==> config.mk <==
export PLATFORM = sky130hd
export DESIGN_NAME = sol_ctrl_flat
export DESIGN_NICKNAME = d
export VERILOG_FILES = /design/src/hdl/sol_pkg.sv /design/src/hdl/sol_if.sv /design/src/hdl/sol_ctrl.sv /design/src/flat_wrapper.sv
export SDC_FILE = /design/constraint.sdc
export NUM_CORES = 1
export LEC_CHECK = 0
export ABC_CLOCK_PERIOD_IN_PS = 3400
export CAP_MARGIN = 0
export CORE_ASPECT_RATIO = 0.9
export CORE_MARGIN = 1.5
export CORE_UTILIZATION = 45
export CTS_BUF_LIST = sky130_fd_sc_hd__clkbuf_8
export CTS_CLUSTER_SIZE = 10
export DETAILED_ROUTE_END_ITERATION = 16
export DONT_BUFFER_PORTS = 1
export GPL_TIMING_DRIVEN = 0
export PLACE_DENSITY = 0.64
export SYNTH_ARGS = -nofsm -noshare
export SYNTH_HDL_FRONTEND = slang
export SYNTH_SLANG_ARGS = --single-unit
==> constraint.sdc <==
create_clock -name clk_i -period 3.4 [get_ports clk_i]
set_clock_uncertainty 0.1 [all_clocks]
set_input_delay 0.68 -clock clk_i [delete_from_list [all_inputs] [get_ports clk_i]]
set_output_delay 0.68 -clock clk_i [all_outputs]
set_load 0.05 [all_outputs]
==> src/hdl/sol_pkg.sv <==
// Package with the shared constants, types and helpers of the self-organizing list.
`default_nettype none
package sol_pkg;

  localparam int CAPACITY = 128;
  localparam int DATA_W   = 32;
  localparam int IDX_W    = (CAPACITY > 1) ? $clog2(CAPACITY) : 1;
  localparam int CNT_W    = $clog2(CAPACITY + 1);
  localparam int OUT_W    = 8;

  typedef enum logic [1:0] {
    ACT_INSERT = 2'd0,
    ACT_DELETE = 2'd1,
    ACT_FIND   = 2'd2,
    ACT_NOP    = 2'd3
  } action_e;

  typedef enum logic [1:0] {
    POL_KEEP      = 2'd0,
    POL_MTF       = 2'd1,
    POL_TRANSPOSE = 2'd2
  } policy_e;

  typedef enum logic [2:0] {
    ST_IDLE,
    ST_SCAN,
    ST_SHIFT_DN,
    ST_SHIFT_UP,
    ST_SWAP_HI,
    ST_SWAP_LO,
    ST_DONE
  } state_e;

  typedef struct packed {
    logic              we;
    logic [IDX_W-1:0]  waddr;
    logic [DATA_W-1:0] wdata;
    logic              re;
    logic [IDX_W-1:0]  raddr;
  } mem_req_t;

  function automatic logic [OUT_W-1:0] sat8(input logic [CNT_W-1:0] v);
    logic [CNT_W+OUT_W-1:0] w;
    w = {{OUT_W{1'b0}}, v};
    return (w > (CNT_W+OUT_W)'(255)) ? {OUT_W{1'b1}} : w[OUT_W-1:0];
  endfunction

endpackage
`default_nettype wire

==> src/hdl/sol_if.sv <==
// Request and response channel interfaces of the self-organizing list.
`default_nettype none
interface sol_req_if;
  logic                        valid;
  logic                        ready;
  logic [1:0]                  action;
  logic signed [sol_pkg::DATA_W-1:0] value;

  modport source (output valid, action, value, input ready);
  modport sink   (input valid, action, value, output ready);
endinterface

interface sol_rsp_if;
  logic                       valid;
  logic                       ready;
  logic                       found;
  logic [sol_pkg::OUT_W-1:0]  comparisons;
  logic                       full_reject;
  logic [sol_pkg::OUT_W-1:0]  list_length;

  modport source (output valid, found, comparisons, full_reject, list_length, input ready);
  modport sink   (input valid, found, comparisons, full_reject, list_length, output ready);
endinterface
`default_nettype wire

==> src/hdl/sol_ctrl.sv <==
// Sequencer that scans, shifts and swaps list entries through the entry RAM.
`default_nettype none
module sol_ctrl (
  input  wire logic                         clk_i,
  input  wire logic                         rst_ni,
  input  wire logic [1:0]                   policy_i,
  sol_req_if.sink                           req_i,
  sol_rsp_if.source                         rsp_o,
  output sol_pkg::mem_req_t                 mem_o,
  input  wire logic [sol_pkg::DATA_W-1:0]   rdata_i
);

  localparam int IDX_W = sol_pkg::IDX_W;
  localparam int CNT_W = sol_pkg::CNT_W;
  localparam int DATA_W = sol_pkg::DATA_W;
  localparam int OUT_W = sol_pkg::OUT_W;

  sol_pkg::state_e  state_q, state_d;
  sol_pkg::action_e op_q, op_d, in_act;
  logic [DATA_W-1:0] val_q, val_d, prev_q, prev_d;
  logic [CNT_W-1:0]  len_q, len_d, ncnt_q, ncnt_d, cmps_q, cmps_d;
  logic [IDX_W-1:0]  iss_q, iss_d, chk_q, chk_d;
  logic              rvalid_q, rvalid_d;
  logic              found_q, found_d, rej_q, rej_d;
  logic              ovalid_q, ovalid_d;
  logic              ofound_q, ofound_d, orej_q, orej_d;
  logic [OUT_W-1:0]  ocmps_q, ocmps_d, olen_q, olen_d;

  logic acc, len_full, len_zero, issue, cmp_hit, cmp_last, pos_zero, out_free;
  logic [CNT_W-1:0] chk_plus1;

  assign in_act    = sol_pkg::action_e'(req_i.action);
  assign req_i.ready = (state_q == sol_pkg::ST_IDLE);
  assign acc       = req_i.valid && req_i.ready;
  assign len_full  = (len_q == CNT_W'(sol_pkg::CAPACITY));
  assign len_zero  = (len_q == '0);
  assign issue     = (ncnt_q != '0);
  assign cmp_hit   = rvalid_q && (rdata_i == val_q);
  assign chk_plus1 = CNT_W'(chk_q) + CNT_W'(1);
  assign cmp_last  = (chk_plus1 == len_q);
  assign pos_zero  = (chk_q == '0);
  assign out_free  = !ovalid_q || rsp_o.ready;

  assign rsp_o.valid       = ovalid_q;
  assign rsp_o.found       = ofound_q;
  assign rsp_o.comparisons = ocmps_q;
  assign rsp_o.full_reject = orej_q;
  assign rsp_o.list_length = olen_q;

  always_comb begin
    state_d = state_q;
    unique case (state_q)
      sol_pkg::ST_IDLE: begin
        if (acc) begin
          unique case (in_act)
            sol_pkg::ACT_INSERT, sol_pkg::ACT_NOP: state_d = sol_pkg::ST_DONE;
            sol_pkg::ACT_DELETE, sol_pkg::ACT_FIND: begin
              state_d = len_zero ? sol_pkg::ST_DONE : sol_pkg::ST_SCAN;
            end
          endcase
        end
      end
      sol_pkg::ST_SCAN: begin
        if (cmp_hit) begin
          priority if (op_q == sol_pkg::ACT_DELETE) begin
            state_d = sol_pkg::ST_SHIFT_DN;
          end else if (pos_zero) begin
            state_d = sol_pkg::ST_DONE;
          end else if (policy_i == sol_pkg::POL_MTF) begin
            state_d = sol_pkg::ST_SHIFT_UP;
          end else if (policy_i == sol_pkg::POL_TRANSPOSE) begin
            state_d = sol_pkg::ST_SWAP_HI;
          end else begin
            state_d = sol_pkg::ST_DONE;
          end
        end else if (rvalid_q && cmp_last) begin
          state_d = sol_pkg::ST_DONE;
        end
      end
      sol_pkg::ST_SHIFT_DN, sol_pkg::ST_SHIFT_UP: begin
        if (!issue && !rvalid_q) begin
          state_d = sol_pkg::ST_DONE;
        end
      end
      sol_pkg::ST_SWAP_HI: state_d = sol_pkg::ST_SWAP_LO;
      sol_pkg::ST_SWAP_LO: state_d = sol_pkg::ST_DONE;
      sol_pkg::ST_DONE: begin
        if (out_free) begin
          state_d = sol_pkg::ST_IDLE;
        end
      end
      default: state_d = sol_pkg::ST_IDLE;
    endcase
  end

  always_comb begin
    op_d     = op_q;
    val_d    = val_q;
    prev_d   = prev_q;
    len_d    = len_q;
    ncnt_d   = ncnt_q;
    cmps_d   = cmps_q;
    iss_d    = iss_q;
    chk_d    = chk_q;
    rvalid_d = 1'b0;
    found_d  = found_q;
    rej_d    = rej_q;
    mem_o    = '0;
    ovalid_d = ovalid_q && !rsp_o.ready;
    ofound_d = ofound_q;
    ocmps_d  = ocmps_q;
    orej_d   = orej_q;
    olen_d   = olen_q;
    unique case (state_q)
      sol_pkg::ST_IDLE: begin
        if (acc) begin
          op_d    = in_act;
          val_d   = req_i.value;
          found_d = 1'b0;
          cmps_d  = '0;
          rej_d   = 1'b0;
          iss_d   = '0;
          chk_d   = '0;
          ncnt_d  = len_q;
          if (in_act == sol_pkg::ACT_INSERT) begin
            if (len_full) begin
              rej_d = 1'b1;
            end else begin
              mem_o.we    = 1'b1;
              mem_o.waddr = len_q[IDX_W-1:0];
              mem_o.wdata = req_i.value;
              len_d       = len_q + CNT_W'(1);
            end
          end
        end
      end
      sol_pkg::ST_SCAN: begin
        if (issue) begin
          mem_o.re    = 1'b1;
          mem_o.raddr = iss_q;
          iss_d       = iss_q + IDX_W'(1);
          ncnt_d      = ncnt_q - CNT_W'(1);
          rvalid_d    = 1'b1;
        end
        if (rvalid_q) begin
          if (cmp_hit) begin
            found_d  = 1'b1;
            cmps_d   = chk_plus1;
            rvalid_d = 1'b0;
            if (op_q == sol_pkg::ACT_DELETE) begin
              iss_d  = chk_q + IDX_W'(1);
              ncnt_d = len_q - chk_plus1;
            end else begin
              iss_d  = chk_q - IDX_W'(1);
              ncnt_d = CNT_W'(chk_q);
            end
          end else begin
            prev_d = rdata_i;
            if (cmp_last) begin
              cmps_d   = len_q;
              rvalid_d = 1'b0;
            end else begin
              chk_d = chk_q + IDX_W'(1);
            end
          end
        end
      end
      sol_pkg::ST_SHIFT_DN: begin
        if (issue) begin
          mem_o.re    = 1'b1;
          mem_o.raddr = iss_q;
          iss_d       = iss_q + IDX_W'(1);
          ncnt_d      = ncnt_q - CNT_W'(1);
          rvalid_d    = 1'b1;
        end
        if (rvalid_q) begin
          mem_o.we    = 1'b1;
          mem_o.waddr = chk_q;
          mem_o.wdata = rdata_i;
          chk_d       = chk_q + IDX_W'(1);
        end
        if (!issue && !rvalid_q) begin
          len_d = len_q - CNT_W'(1);
        end
      end
      sol_pkg::ST_SHIFT_UP: begin
        if (issue) begin
          mem_o.re    = 1'b1;
          mem_o.raddr = iss_q;
          iss_d       = iss_q - IDX_W'(1);
          ncnt_d      = ncnt_q - CNT_W'(1);
          rvalid_d    = 1'b1;
        end
        if (rvalid_q) begin
          mem_o.we    = 1'b1;
          mem_o.waddr = chk_q;
          mem_o.wdata = rdata_i;
          chk_d       = chk_q - IDX_W'(1);
        end
        if (!issue && !rvalid_q) begin
          mem_o.we    = 1'b1;
          mem_o.waddr = '0;
          mem_o.wdata = val_q;
        end
      end
      sol_pkg::ST_SWAP_HI: begin
        mem_o.we    = 1'b1;
        mem_o.waddr = chk_q;
        mem_o.wdata = prev_q;
      end
      sol_pkg::ST_SWAP_LO: begin
        mem_o.we    = 1'b1;
        mem_o.waddr = chk_q - IDX_W'(1);
        mem_o.wdata = val_q;
      end
      sol_pkg::ST_DONE: begin
        if (out_free) begin
          ovalid_d = 1'b1;
          ofound_d = found_q;
          ocmps_d  = sol_pkg::sat8(cmps_q);
          orej_d   = rej_q;
          olen_d   = sol_pkg::sat8(len_q);
        end
      end
      default: begin
      end
    endcase
  end

  always_ff @(posedge clk_i or negedge rst_ni) begin
    if (!rst_ni) begin
      state_q  <= sol_pkg::ST_IDLE;
      len_q    <= '0;
      ncnt_q   <= '0;
      rvalid_q <= 1'b0;
      ovalid_q <= 1'b0;
    end else begin
      state_q  <= state_d;
      len_q    <= len_d;
      ncnt_q   <= ncnt_d;
      rvalid_q <= rvalid_d;
      ovalid_q <= ovalid_d;
    end
  end

  always_ff @(posedge clk_i) begin
    op_q     <= op_d;
    val_q    <= val_d;
    prev_q   <= prev_d;
    cmps_q   <= cmps_d;
    iss_q    <= iss_d;
    chk_q    <= chk_d;
    found_q  <= found_d;
    rej_q    <= rej_d;
    ofound_q <= ofound_d;
    ocmps_q  <= ocmps_d;
    orej_q   <= orej_d;
    olen_q   <= olen_d;
  end

`ifndef SYNTHESIS
  a_len_bound: assert property (@(posedge clk_i) disable iff (!rst_ni)
    len_q <= CNT_W'(sol_pkg::CAPACITY))
    else $error("list length exceeds capacity");

  a_no_rw_collision: assert property (@(posedge clk_i) disable iff (!rst_ni)
    (mem_o.we && mem_o.re) |-> (mem_o.waddr != mem_o.raddr))
    else $error("read and write hit the same entry in one cycle");

  a_accept_leaves_idle: assert property (@(posedge clk_i) disable iff (!rst_ni)
    acc |=> (state_q != sol_pkg::ST_IDLE))
    else $error("accepted beat did not start an operation");

  a_no_stray_read: assert property (@(posedge clk_i) disable iff (!rst_ni)
    (state_q == sol_pkg::ST_IDLE || state_q == sol_pkg::ST_DONE) |-> !rvalid_q)
    else $error("read data pending outside a scan or shift");

  a_one_result: assert property (@(posedge clk_i) disable iff (!rst_ni)
    (state_q == sol_pkg::ST_DONE && out_free) |=> ovalid_q)
    else $error("finished operation produced no result");
`endif

endmodule
`default_nettype wire

==> src/flat_wrapper.sv <==
// flat-port wrapper written by rule: the top's interface ports become plain ports
module sol_ctrl_flat 
  (clk_i, rst_ni, policy_i, mem_o, rdata_i, req_i_valid, req_i_action, req_i_value, req_i_ready, rsp_o_valid, rsp_o_found, rsp_o_comparisons, rsp_o_full_reject, rsp_o_list_length, rsp_o_ready);
  sol_req_if req_i_i ();
  sol_rsp_if rsp_o_i ();
  input  wire logic clk_i;
  input  wire logic rst_ni;
  input  wire logic [1:0] policy_i;
  output sol_pkg::mem_req_t mem_o;
  input  wire logic [sol_pkg::DATA_W-1:0] rdata_i;
  input wire logic [$bits(req_i_i.valid)-1:0] req_i_valid;
  input wire logic [$bits(req_i_i.action)-1:0] req_i_action;
  input wire logic [$bits(req_i_i.value)-1:0] req_i_value;
  output wire logic [$bits(req_i_i.ready)-1:0] req_i_ready;
  output wire logic [$bits(rsp_o_i.valid)-1:0] rsp_o_valid;
  output wire logic [$bits(rsp_o_i.found)-1:0] rsp_o_found;
  output wire logic [$bits(rsp_o_i.comparisons)-1:0] rsp_o_comparisons;
  output wire logic [$bits(rsp_o_i.full_reject)-1:0] rsp_o_full_reject;
  output wire logic [$bits(rsp_o_i.list_length)-1:0] rsp_o_list_length;
  input wire logic [$bits(rsp_o_i.ready)-1:0] rsp_o_ready;
  assign req_i_i.valid = req_i_valid;
  assign req_i_i.action = req_i_action;
  assign req_i_i.value = req_i_value;
  assign req_i_ready = req_i_i.ready;
  assign rsp_o_valid = rsp_o_i.valid;
  assign rsp_o_found = rsp_o_i.found;
  assign rsp_o_comparisons = rsp_o_i.comparisons;
  assign rsp_o_full_reject = rsp_o_i.full_reject;
  assign rsp_o_list_length = rsp_o_i.list_length;
  assign rsp_o_i.ready = rsp_o_ready;
  sol_ctrl u_core (.clk_i(clk_i), .rst_ni(rst_ni), .policy_i(policy_i), .req_i(req_i_i), .rsp_o(rsp_o_i), .mem_o(mem_o), .rdata_i(rdata_i));
endmodule
# Word level (Yosys, flattened, before mapping)
# Index checks and enable logic that the tools add are counted.
[totals]
romBits = 0
word_cells = 151
out_inout_bits = 68
in_bits = 72
latchBits = 0
regBits = 129
ram_bits = 0
n_memories = 0
[classes]
add_sub_neg = 9
multipliers = 0
bitwise_logic = 1
magnitude_cmp = 0
shift = 0
n_eq_ne = 30
div = 0
muxes = 61
n_reduce_logical = 33
[ops]
columns = ["operator", "count"]
rows = [
  ["$mux 40", 5],
  ["$pmux 40 s5", 1],
  ["$mux 8", 15],
  ["$mux 7", 11],
  ["$pmux 7 s4", 2],
  ["$eq 32x32->1", 1],
  ["$pmux 8 s2", 2],
  ["$mux 3", 9],
  ["$pmux 8 s3", 1],
  ["$pmux 3 s6", 1],
  ["$ne 2x1->1 const B", 8],
  ["$sub 8x1->8 const B", 2],
  ["$add 7x1->7 const B", 2],
  ["$sub 7x1->7 const B", 2],
  ["$reduce_and 4->1", 3],
  ["$mux 1", 10],
  ["$ne 2x2->1 const B", 5],
  ["$eq 3x3->1 const B", 3],
  ["$add 7x1->8 const B", 1],
  ["$add 8x1->8 const B", 1],
  ["$eq 8x8->1", 1],
  ["$eq 8x8->1 const B", 1],
  ["$logic_not 8->1", 1],
  ["$reduce_bool 8->1", 1],
  ["other kinds (25)", 45],
]

# Logic depth before layout (Yosys ltp)
# Gate-level depths: netlist of the first run.
[logic_depth]
word_depth = 7
depth_mapped = 12
mapped_depth_nobuf = 11

# Worst setup path after synthesis of the first run
# Ideal clock, no wire load.
[synth_path]
path_type = "register to output"
startpoint = "register u_core.state_q[0]"
endpoint = "output port mem_o[44] (netlist name)"
arrival_ps = 3781
stages_incl_launch_ff = 7
required_ps = 2620
path_buffers = 2
setup_slack_ps = -1161
path_cell_list = "dfrtp_1 buf_2 nor3_1 and2_1 clkbuf_1 a32oi_1 o21ai_0"
[synth_rtl]
columns = ["element", "line", "rtl"]
rows = [
  ["start, declared", "sol_ctrl.sv:18", "sol_pkg::state_e state_q, state_d;"],
  ["start signal, assigned", "sol_ctrl.sv:232", "state_q <= sol_pkg::ST_IDLE;"],
  ["start signal, assigned", "sol_ctrl.sv:238", "state_q <= state_d;"],
  ["end, declared", "flat_wrapper.sv:9", "output sol_pkg::mem_req_t mem_o;"],
]

==> impl_metrics.py, run 1 <==
metrics = {
    "status": {
        "status": "finished with violations",
        "violations": "negative setup slack",
    },
    "detailed_routing": {
        "drcViolationCount": 0,
        "via_per_inst": 6.41,
        "vias": 6380,
        "routed_wl_mm": 23.5,
        "dr.pass1.iters": 8,
        "avgRoutedWirePerCell_um": 23.6,
        "antenna_left": 0,
        "drt_iter0_drc": 822,
    },
    "pwr": {
        "p_total_mw": 9.69,
        "combPwrFrac_pct": 58.1,
        "p_leak_nw": 3.32,
        "clkPwrFrac_pct": 13.7,
        "netSwitchingPower_mw": 4.99,
        "switching_share_pct": 51.5,
        "peakVddDrop_mv": 0.440,
        "p_int_mw": 4.70,
        "cellPowerDensity_nw_per_um2": 1080,
        "seqPwrFrac_pct": 28.2,
    },
    "clock_tree": {
        "clk_latency_ns": 0.46,
        "cts_max_level": 4,
        "cts.sinks": 129,
        "clk_path_buf_depth": 2,
        "cts_tree": "built",
        "root_buffer": "clkbuf_8",
        "clk_pin_slew_ns": 0.09,
        "cts_buffers": 17,
    },
    "floorplan": {
        "initial_core_util_pct": 46.6,
        "die_w_um": 140,
        "rows": 44,
        "die_h_um": 126,
        "core-area_um2": 16400,
        "pin_count": 140,
        "dieArea_um2": 17700,
    },
    "grt": {
        "grt_usage_pct": 26.6,
        "gr-total-overflow": 0,
        "grt_start_max_net_pins": 40,
        "grt_pass1_vias": 6283,
        "antenna_found_initial": 0,
        "grt_pass1_wl_mm": 35.9,
    },
    "timing": {
        "slew_violations": 0,
        "fin_crit_ns": 3.60,
        "final_hold_viol_count": 0,
        "fmax_mhz": 278,
        "setup_tns_ns": -4.41,
        "tightestPinTransition_ns": 0.890,
        "whs_ns": 0.213,
        "finalWorstSetupSlack_ns": -0.201,
        "setup_viol": 33,
        "slew_headroom_pct": 40.6,
        "fin_crit_sh_pct": 106,
        "rsz0062_at_grt": "yes",
    },
    "synth": {
        "yosys-top-cells-count": "edfxtp_1 (108), nand2_1 (106), nor2_1 (64)",
        "avgSynthCellArea_um2": 10.4,
        "synth_area_um2": 7620,
        "synth_area_leaders": "edfxtp_1 (43%), dfrtp_1 (6.9%), xor2_1 (5.5%)",
        "synthCells": 735,
        "synth_largest_area_cell": "edfxtp_1",
        "synth_edf_count": 108,
        "ys_ff_latch": 129,
        "synth_top_cell_area_share_pct": 42.5,
        "yosysSeqAreaShare_pct": 49.4,
        "ys.flop_type": "edfxtp_1",
        "synth.yosys.warnings": 0,
        "yosysUniqueCellTypes": 74,
        "synth.most_common_cell": "edfxtp_1",
        "synthesis.nets": 826,
        "async_flop_share_pct": 16.3,
    },
    "cells_and_area": {
        "finalNonFillerCells": 995,
        "diodes": 0,
        "fin_nets": 866,
        "area_growth_pct": 17.3,
        "post-route-util_pct": 54.7,
        "n_fill_cell": 1392,
        "drive_gt1_share_pct": 20.1,
    },
    "worst_setup_path": {
        "end_kind": "output port",
        "worstSetupPathType": "flip-flop to output port",
        "cp.arrival_ns": 2.82,
        "required_ns": 2.62,
        "path_max_fanout": 3,
        "critPathLaunchType": "flip-flop",
    },
    "placement": {
        "hpwl_mm": 16.5,
        "place_inst": 942,
        "port_buffers": 0,
        "gp_congestion": 0.941,
    },
    "flow_run": {
        "drv_cap": 0,
    },
    "worst_hold_path": {
        "hp-class": "primary input to flip-flop",
    },
}
-- area by class of cell --
| class | count | area, um2 | share of cell area, % |
|---|---|---|---|
| Tap cell | 207 | 259 | 2.90 |
| Clock buffer | 17 | 234 | 2.62 |
| Multi-Input combinational cell | 531 | 3920 | 43.8 |
| Timing Repair Buffer | 25 | 233 | 2.60 |
| Buffer | 49 | 288 | 3.22 |
| Sequential cell | 129 | 3770 | 42.2 |
| Inverter | 22 | 82.6 | 0.923 |
| Clock inverter | 15 | 158 | 1.76 |
-- state kept, by name, summed over array words and instances (netlist names) --
register	cells
u_core.rsp_o.valid	1
u_core.prev_q	32
u_core.cmps_q	8
u_core.found_q	1
u_core.state_q	3
u_core.op_q	2
u_core.val_q	32
u_core.rvalid_q	1
u_core.ncnt_q	8
u_core.rsp_o.found	1
u_core.rej_q	1
u_core.chk_q	7
u_core.rsp_o.full_reject	1
u_core.iss_q	7
u_core.rsp_o.comparisons	8
u_core.len_q	8
u_core.rsp_o.list_length	8
-- power groups by stage --
stage          clock (mW)  sequential (mW)  combinational (mW)
5_1_grt              1.41             2.78                6.01
2_1_floorplan           0             2.65                4.11
4_1_cts              1.35             2.72                5.50
3_5_place_dp            0             2.75                5.13
3_3_place_gp            0             2.74                5.04
6_report             1.33             2.73                5.63
-- final timing paths --
path	start	to	slack [ns]	cells past startpoint
hold reg to reg	u_core.cmps_q[1]$_SDFFCE_PN0P_	u_core.rsp_o.comparisons[1]$_DFFE_PP_	0.33	0
max in group asynchronous	rst_ni	u_core.len_q[6]$_DFFE_PN0P_	2.47	2
setup / recovery	u_core.len_q[5]$_DFFE_PN0P_	mem_o[10]	-0.20	8
min in group asynchronous	rst_ni	u_core.len_q[4]$_DFFE_PN0P_	0.56	2
hold / removal	req_i_action[0]	u_core.op_q[0]$_DFFE_PP_	0.21	0
setup reg to reg	u_core.state_q[2]$_DFFE_PN0P_	u_core.len_q[7]$_DFFE_PN0P_	0.05	11
-- metrics by stage --
| step | setup WS (ns) | area (um2) |
|---|---|---|
| after floorplan | 0.0515 | 7640 |
| after global placement | -0.763 | 7900 |
| after detailed placement | -0.812 | 7910 |
| after CTS | -0.259 | 8860 |
| after global routing | -0.262 | 8940 |
| final | -0.201 | 8940 |
-- logic make-up (layout without fill, tap and decap cells) --
kind of cell | count (synthesis) | after routing | share of synthesized area [%]
and+or+nand+nor | 266 | 266 | 16.3
xor gates and xnor gates | 73 | 73 | 9.48
AOI/OAI and AO/OA | 164 | 165 | 16.2
adders and majority gates | 22 | 22 | 3.71
muxes | 5 | 5 | 0.755
buffers and inverters | 76 | 128 | 4.14
DFF | 129 | 129 | 49.4
-- worst max-delay path: stages (launching register included) --
cell      delay, ns
dfrtp_1        0.45
or4_4          0.55
nor4_4         0.14
buf_4          0.20
buf_12         0.11
a21boi_4       0.06
buf_6          0.14
a222oi_1       0.50
nand2_4        0.23
-- metal layers --
layer / routed length, um / vias to the layer above / track usage (%)
met1: 9610 / 3104 / 36.3
met5: 0 / - / 0
met3: 2260 / 63 / 6.15
met4: 774 / 0 / 10.3
li1: - / 2821 / -
met2: 10900 / 392 / 41.5
-- cells in the final DEF (no fill, tap or decap), drive strengths merged, types with 4 or more instances in the layout --
cell type | netlist | routed
a21oi | 34 | 34
a221o | 5 | 5
a222oi | 33 | 33
a31oi | 8 | 8
a32oi | 4 | 4
and2 | 6 | 6
and3 | 12 | 12
buf | 19 | 42
clkbuf | 35 | 48
clkinv | 1 | 8
dfrtp | 21 | 21
edfxtp | 108 | 108
ha | 17 | 17
inv | 21 | 25
nand2 | 107 | 107
nand2b | 10 | 10
nand3 | 9 | 9
nand4 | 4 | 4
nor2 | 64 | 64
nor2b | 8 | 8
nor3 | 14 | 14
nor4 | 9 | 9
o211ai | 7 | 7
o21a | 4 | 4
o21ai | 23 | 23
o221ai | 5 | 5
o22ai | 4 | 4
o31ai | 5 | 5
or2 | 4 | 4
or3 | 7 | 7
xnor2 | 20 | 20
xnor3 | 5 | 5
xor2 | 48 | 48
-- repair_timing --
action                     CTS  global route
resized for setup          113            20
hold buffers                 2             0
cloned                       3             0
pin swaps                   20            28
setup endpoints to repair   82            54
hold endpoints to repair    21             0
buffers inserted            16             5
No activity file was read; power rests on OpenSTA's default activity.
==> inputs of run 2 (changes only) <==
- ABC_CLOCK_PERIOD_IN_PS: 3400 -> 4300
- PLACE_DENSITY: 0.64 -> 0.71
- clock period: 3.4 -> 4.3 ns (I/O delays scaled with it)
==> impl_metrics.py, run 2 (same netlist as run 1, synthesis figures left out) <==
metrics = {
    "floorplan": {
        "die_h_um": 126,
        "pin_count": 140,
        "initial_core_util_pct": 46.6,
        "dieArea_um2": 17700,
        "die_w_um": 140,
        "rows": 44,
        "core-area_um2": 16400,
    },
    "detailed_routing": {
        "dr.pass1.iters": 9,
        "drcViolationCount": 0,
        "drt_iter0_drc": 868,
        "avgRoutedWirePerCell_um": 22.0,
        "vias": 6138,
        "via_per_inst": 6.27,
        "antenna_left": 0,
        "routed_wl_mm": 21.6,
    },
    "worst_setup_path": {
        "path_buf_inv": 2,
        "path_max_fanout": 8,
        "crit_slowest_cell": "o21ai_1",
        "cp.arrival_ns": 3.21,
        "cp_cell_sequence": "nor2b_1, and2_1, clkbuf_1, or2_2, clkbuf_1, a22oi_1, o21ai_1",
        "worstSetupPathType": "flip-flop to output port",
        "slowest_delay_ns": 0.62,
        "cp_common_cell": "clkbuf_1",
        "end_kind": "output port",
        "required_ns": 3.34,
        "critPathLaunchType": "flip-flop",
        "cp_top_family": "simple AND/OR/NAND/NOR gates",
    },
    "cells_and_area": {
        "drive_gt1_share_pct": 14.1,
        "multiInputGateArea_um2": 3660,
        "layout_commonest_cell": "edfxtp_1",
        "layout_common_cells": "edfxtp_1 (108), nand2_1 (76), nor2_1 (63), xor2_1 (48)",
        "fin_nets": 850,
        "finalNonFillerCells": 979,
        "diodes": 0,
        "area_growth_pct": 10.6,
        "n_fill_cell": 1439,
        "top_regs": "u_core.prev_q: 32 flops, u_core.val_q: 32 flops",
        "area.sequential_um2": 3770,
    },
    "clock_tree": {
        "clk_latency_ns": 0.46,
        "cts.sinks": 129,
        "root_buffer": "clkbuf_8",
        "cts_max_level": 4,
        "cts_buffers": 17,
        "clk_pin_slew_ns": 0.07,
        "cts_tree": "built",
        "clk_path_buf_depth": 2,
    },
    "pwr": {
        "p_leak_nw": 3.14,
        "p_total_mw": 7.24,
        "cellPowerDensity_nw_per_um2": 858,
        "peakVddDrop_mv": 0.398,
    },
    "worst_hold_path": {
        "hp-class": "flip-flop to flip-flop",
    },
    "grt": {
        "antenna_found_initial": 0,
        "grt_start_max_net_pins": 34,
        "gr-total-overflow": 0,
        "grt_usage_pct": 24.6,
        "grt_pass1_vias": 5814,
        "grt_util_met3_pct": 6.61,
        "gr-usage-met1_pct": 34.2,
        "grt_pass1_wl_mm": 33.1,
        "grtUsageMet2_pct": 37.2,
        "busiest_layer": "met2",
    },
    "timing": {
        "setup_viol": 0,
        "slew_violations": 0,
        "slew_headroom_pct": 23.2,
        "tightestPinTransition_ns": 1.15,
        "final_hold_viol_count": 0,
        "rsz0062_at_grt": "no",
        "fin_crit_ns": 4.17,
        "fmax_mhz": 240,
        "fin_crit_sh_pct": 96.9,
    },
    "placement": {
        "gp_congestion": 0.958,
        "place_inst": 944,
        "hpwl_mm": 15.6,
        "port_buffers": 0,
    },
    "flow_run": {
        "drv_cap": 0,
    },
    "status": {
        "status": "completed",
    },
}
run 2: cell count changes in the layout (fill, tap and decap cells not counted), moves of 5 or more:
cell / change
buf_6: -5
nand2_2: +20
buf_2: +9
buf_4: -19
nand2_4: -24
run 2: final timing paths:
| path | startpoint | endpoint | slack [ns] | depth (start not counted) |
|---|---|---|---|---|
| max | u_core.state_q[1]$_DFFE_PN0P_ | mem_o[45] | 0.13 | 7 |
| min | u_core.rej_q$_SDFFCE_PP0P_ | u_core.rsp_o.full_reject$_DFFE_PP_ | 0.32 | 0 |
| max reg2reg | u_core.state_q[1]$_DFFE_PN0P_ | u_core.len_q[7]$_DFFE_PN0P_ | 0.54 | 11 |
| min reg2reg | u_core.rej_q$_SDFFCE_PP0P_ | u_core.rsp_o.full_reject$_DFFE_PP_ | 0.32 | 0 |
| max in group asynchronous | rst_ni | u_core.ncnt_q[0]$_DFFE_PN0P_ | 2.43 | 1 |
| min in group asynchronous | rst_ni | u_core.len_q[2]$_DFFE_PN0P_ | 0.98 | 1 |
run 2: cell type report:
type                       instances  share of cell area (%)
sequential                       129                    44.7
multi-input combinational        530                    43.4
tap                              207                    3.07
clock buffer                      17                    2.77
buffer                            53                    2.77
clock inverter                    15                    1.33
inverter                          22                   0.979
timing repair buffer               6                   0.949
run 2: repair_timing:
action                                  in CTS  in global routing
cloned                                       0                  0
endpoints found under the hold margin       21                  0
gates resized for setup                     18                 21
hold buffers                                 1                  0
setup buffers                                0                  3
pin swaps                                    1                  1
endpoints found under the setup margin      33                 22
run 2: report_power, final:
group	internal, mW	leakage (nW)	switching (mW)
clock network	0.403	0.177	0.530
logic	1.28	1.71	2.88
registers	1.77	1.26	0.376
total	3.45	3.14	3.79
run 2: metrics by stage:
step                      setup TNS [ns]  worst slack (ns)  cell area, um2  util, %  hold WS, ns
after global routing                   0            0.0337            8440     51.6        0.329
after global placement            -14.38            -0.869            7890     48.2        0.303
after floorplan                        0            0.0425            7630        -        0.300
after detailed placement           -8.32            -0.368            7950     48.6        0.306
final                                  0             0.131            8440     51.6        0.322
after CTS                              0            0.0122            8360     51.1        0.323
run 2: routing by layer:
| metal | up-vias | part of all wire [%] |
|---|---|---|
| li1 | 2799 | - |
| met1 | 2963 | 43 |
| met2 | 339 | 45 |
| met3 | 37 | 10 |
| met4 | 0 | 2.3 |
| met5 | - | 0 |
==> inputs of run 3 (changes only) <==
==> constraint.sdc (replaced) <==
create_clock -name clk_i -period 4.3 [get_ports clk_i]
set_clock_uncertainty 0.1 [all_clocks]
set_input_delay 1.075 -clock clk_i [delete_from_list [all_inputs] [get_ports clk_i]]
set_output_delay 1.075 -clock clk_i [all_outputs]
set_load 0.05 [all_outputs]
==> impl_metrics.py, run 3 (same netlist as run 1, synthesis figures left out) <==
metrics = {
    "status": {
        "status": "completed",
    },
    "clock_tree": {
        "clk_path_buf_depth": 2,
        "cts.sinks": 129,
        "clk_latency_ns": 0.46,
        "cts_buffers": 17,
        "cts_max_level": 4,
        "clk_pin_slew_ns": 0.08,
        "cts_tree": "built",
        "postCtsHoldBufs": 0,
        "root_buffer": "clkbuf_8",
    },
    "floorplan": {
        "die_h_um": 126,
        "initial_core_util_pct": 46.6,
        "pin_count": 140,
        "rows": 44,
        "core-area_um2": 16400,
        "dieArea_um2": 17700,
        "die_w_um": 140,
    },
    "placement": {
        "port_buffers": 0,
        "hpwl_mm": 15.7,
        "pre_cts_ws_ns": -0.563,
        "gp_congestion": 0.996,
    },
    "cells_and_area": {
        "drive_gt1_share_pct": 14.7,
        "fin_nets": 847,
        "area_growth_pct": 12.0,
        "top_regs": "u_core.prev_q: 32 flops, u_core.val_q: 32 flops",
        "post-route-util_pct": 52.2,
        "diodes": 0,
        "layout_common_cells": "edfxtp_1 (108), nand2_1 (76), nor2_1 (63), xor2_1 (48)",
        "n_fill_cell": 1434,
        "layout_commonest_cell": "edfxtp_1",
    },
    "detailed_routing": {
        "avgRoutedWirePerCell_um": 22.0,
        "antenna_left": 0,
        "vias": 6082,
        "dr.pass1.iters": 6,
        "drcViolationCount": 0,
        "routed_wl_mm": 21.5,
        "via_per_inst": 6.23,
        "drt_iter0_drc": 831,
    },
    "timing": {
        "setup_viol": 0,
        "finalWorstSetupSlack_ns": 0.107,
        "fin_crit_sh_pct": 97.5,
        "slew_violations": 0,
        "final_hold_viol_count": 0,
        "rsz0062_at_grt": "yes",
        "setup_tns_ns": 0,
        "fmax_mhz": 239,
        "slew_headroom_pct": 28.4,
        "fin_crit_ns": 4.19,
        "tightestPinTransition_ns": 1.07,
    },
    "worst_setup_path": {
        "cp.arrival_ns": 3.02,
        "rr_worst_depth": 11,
        "required_ns": 3.12,
        "worstSetupPathType": "flip-flop to output port",
        "critPathLaunchType": "flip-flop",
        "end_kind": "output port",
        "path_max_fanout": 10,
    },
    "pwr": {
        "clkPwrFrac_pct": 15.7,
        "p_leak_nw": 3.17,
        "cellPowerDensity_nw_per_um2": 877,
        "p_int_mw": 3.72,
        "seqPwrFrac_pct": 28.7,
        "combPwrFrac_pct": 55.6,
        "p_total_mw": 7.49,
        "netSwitchingPower_mw": 3.77,
        "switching_share_pct": 50.4,
        "peakVddDrop_mv": 0.434,
    },
    "grt": {
        "gr-total-overflow": 0,
        "grt_pass1_vias": 5785,
        "grt_start_max_net_pins": 40,
        "grt_usage_pct": 24.7,
        "grt_pass1_wl_mm": 33.1,
        "antenna_found_initial": 0,
    },
    "worst_hold_path": {
        "hp-class": "primary input to asynchronous set/reset pin",
    },
    "flow_run": {
        "drv_cap": 0,
    },
}
==> run 3: cell count changes in the layout (fill, tap and decap cells not counted), sizes merged <==
cell and delta:
buf -4, bufinv +4, clkbuf +4, clkinv -4
inv -2, dlygate4sd3 -1
==> run 3: metal layers <==
layer  routed length, um  vias up  global-route usage (%)
met5                   0        -                       0
li1                    -     2786                       -
met1                9170     2879                    34.6
met2                9530      367                    36.1
met3                2230       50                    7.17
met4                 586        0                    9.97
==> run 3: path summary, 6_finish.rpt <==
path | startpoint | end | slack, ns
setup reg to reg | u_core.state_q[1]$_DFFE_PN0P_ | u_core.len_q[7]$_DFFE_PN0P_ | 0.55
max in group asynchronous | rst_ni | u_core.rvalid_q$_DFF_PN0_ | 3.81
min in group clk_i | u_core.rej_q$_SDFFCE_PP0P_ | u_core.rsp_o.full_reject$_DFFE_PP_ | 0.32
hold reg to reg | u_core.rej_q$_SDFFCE_PP0P_ | u_core.rsp_o.full_reject$_DFFE_PP_ | 0.32
hold / removal | rst_ni | u_core.len_q[2]$_DFFE_PN0P_ | 0.19
setup / recovery | u_core.len_q[4]$_DFFE_PN0P_ | mem_o[18] | 0.11
==> run 3: cell type report <==
| cell class | instances | area, um2 | area share [%] |
|---|---|---|---|
| buffer | 52 | 240 | 2.81 |
| clock buffer | 19 | 262 | 3.06 |
| clock inverter | 13 | 188 | 2.20 |
| inverter | 22 | 82.6 | 0.967 |
| multi-input combinational | 530 | 3690 | 43.2 |
| sequential | 129 | 3770 | 44.2 |
| tap | 207 | 259 | 3.03 |
| timing repair buffer | 4 | 50.0 | 0.586 |
==> run 3: per-stage QoR <==
step / hold slack (ns) / cells / instance area (um2)
detailed placement: 0.305 / 943 / 7930
finish: 0.190 / 976 / 8540
CTS: 0.167 / 977 / 8500
floorplan: 0.300 / 735 / 7630
global route: 0.163 / 976 / 8540
global placement: 0.302 / 942 / 7890
==> run 3: power by group through the flow <==
stage	sequential (mW)	clock (mW)	combinational (mW)
2_1_floorplan	2.09	0	3.25
3_3_place_gp	2.16	0	3.96
3_5_place_dp	2.16	0	4.01
4_1_cts	2.14	1.19	4.08
5_1_grt	2.18	1.25	4.46
6_report	2.15	1.18	4.16
==> run 3: timing repair <==
item	CTS	global route
gates resized for setup	36	13
pin swaps	2	4
setup buffers	3	0
endpoints found under the setup margin	35	36
==> run 3: critical path: stages, from the launching register on <==
cell and delay, ns:
dfrtp_1 0.41, buf_2 0.20, or4_1 0.57, nor4_4 0.29, a21boi_4 0.14, clkbuf_2 0.25, a222oi_1 0.41, nand2_2 0.27
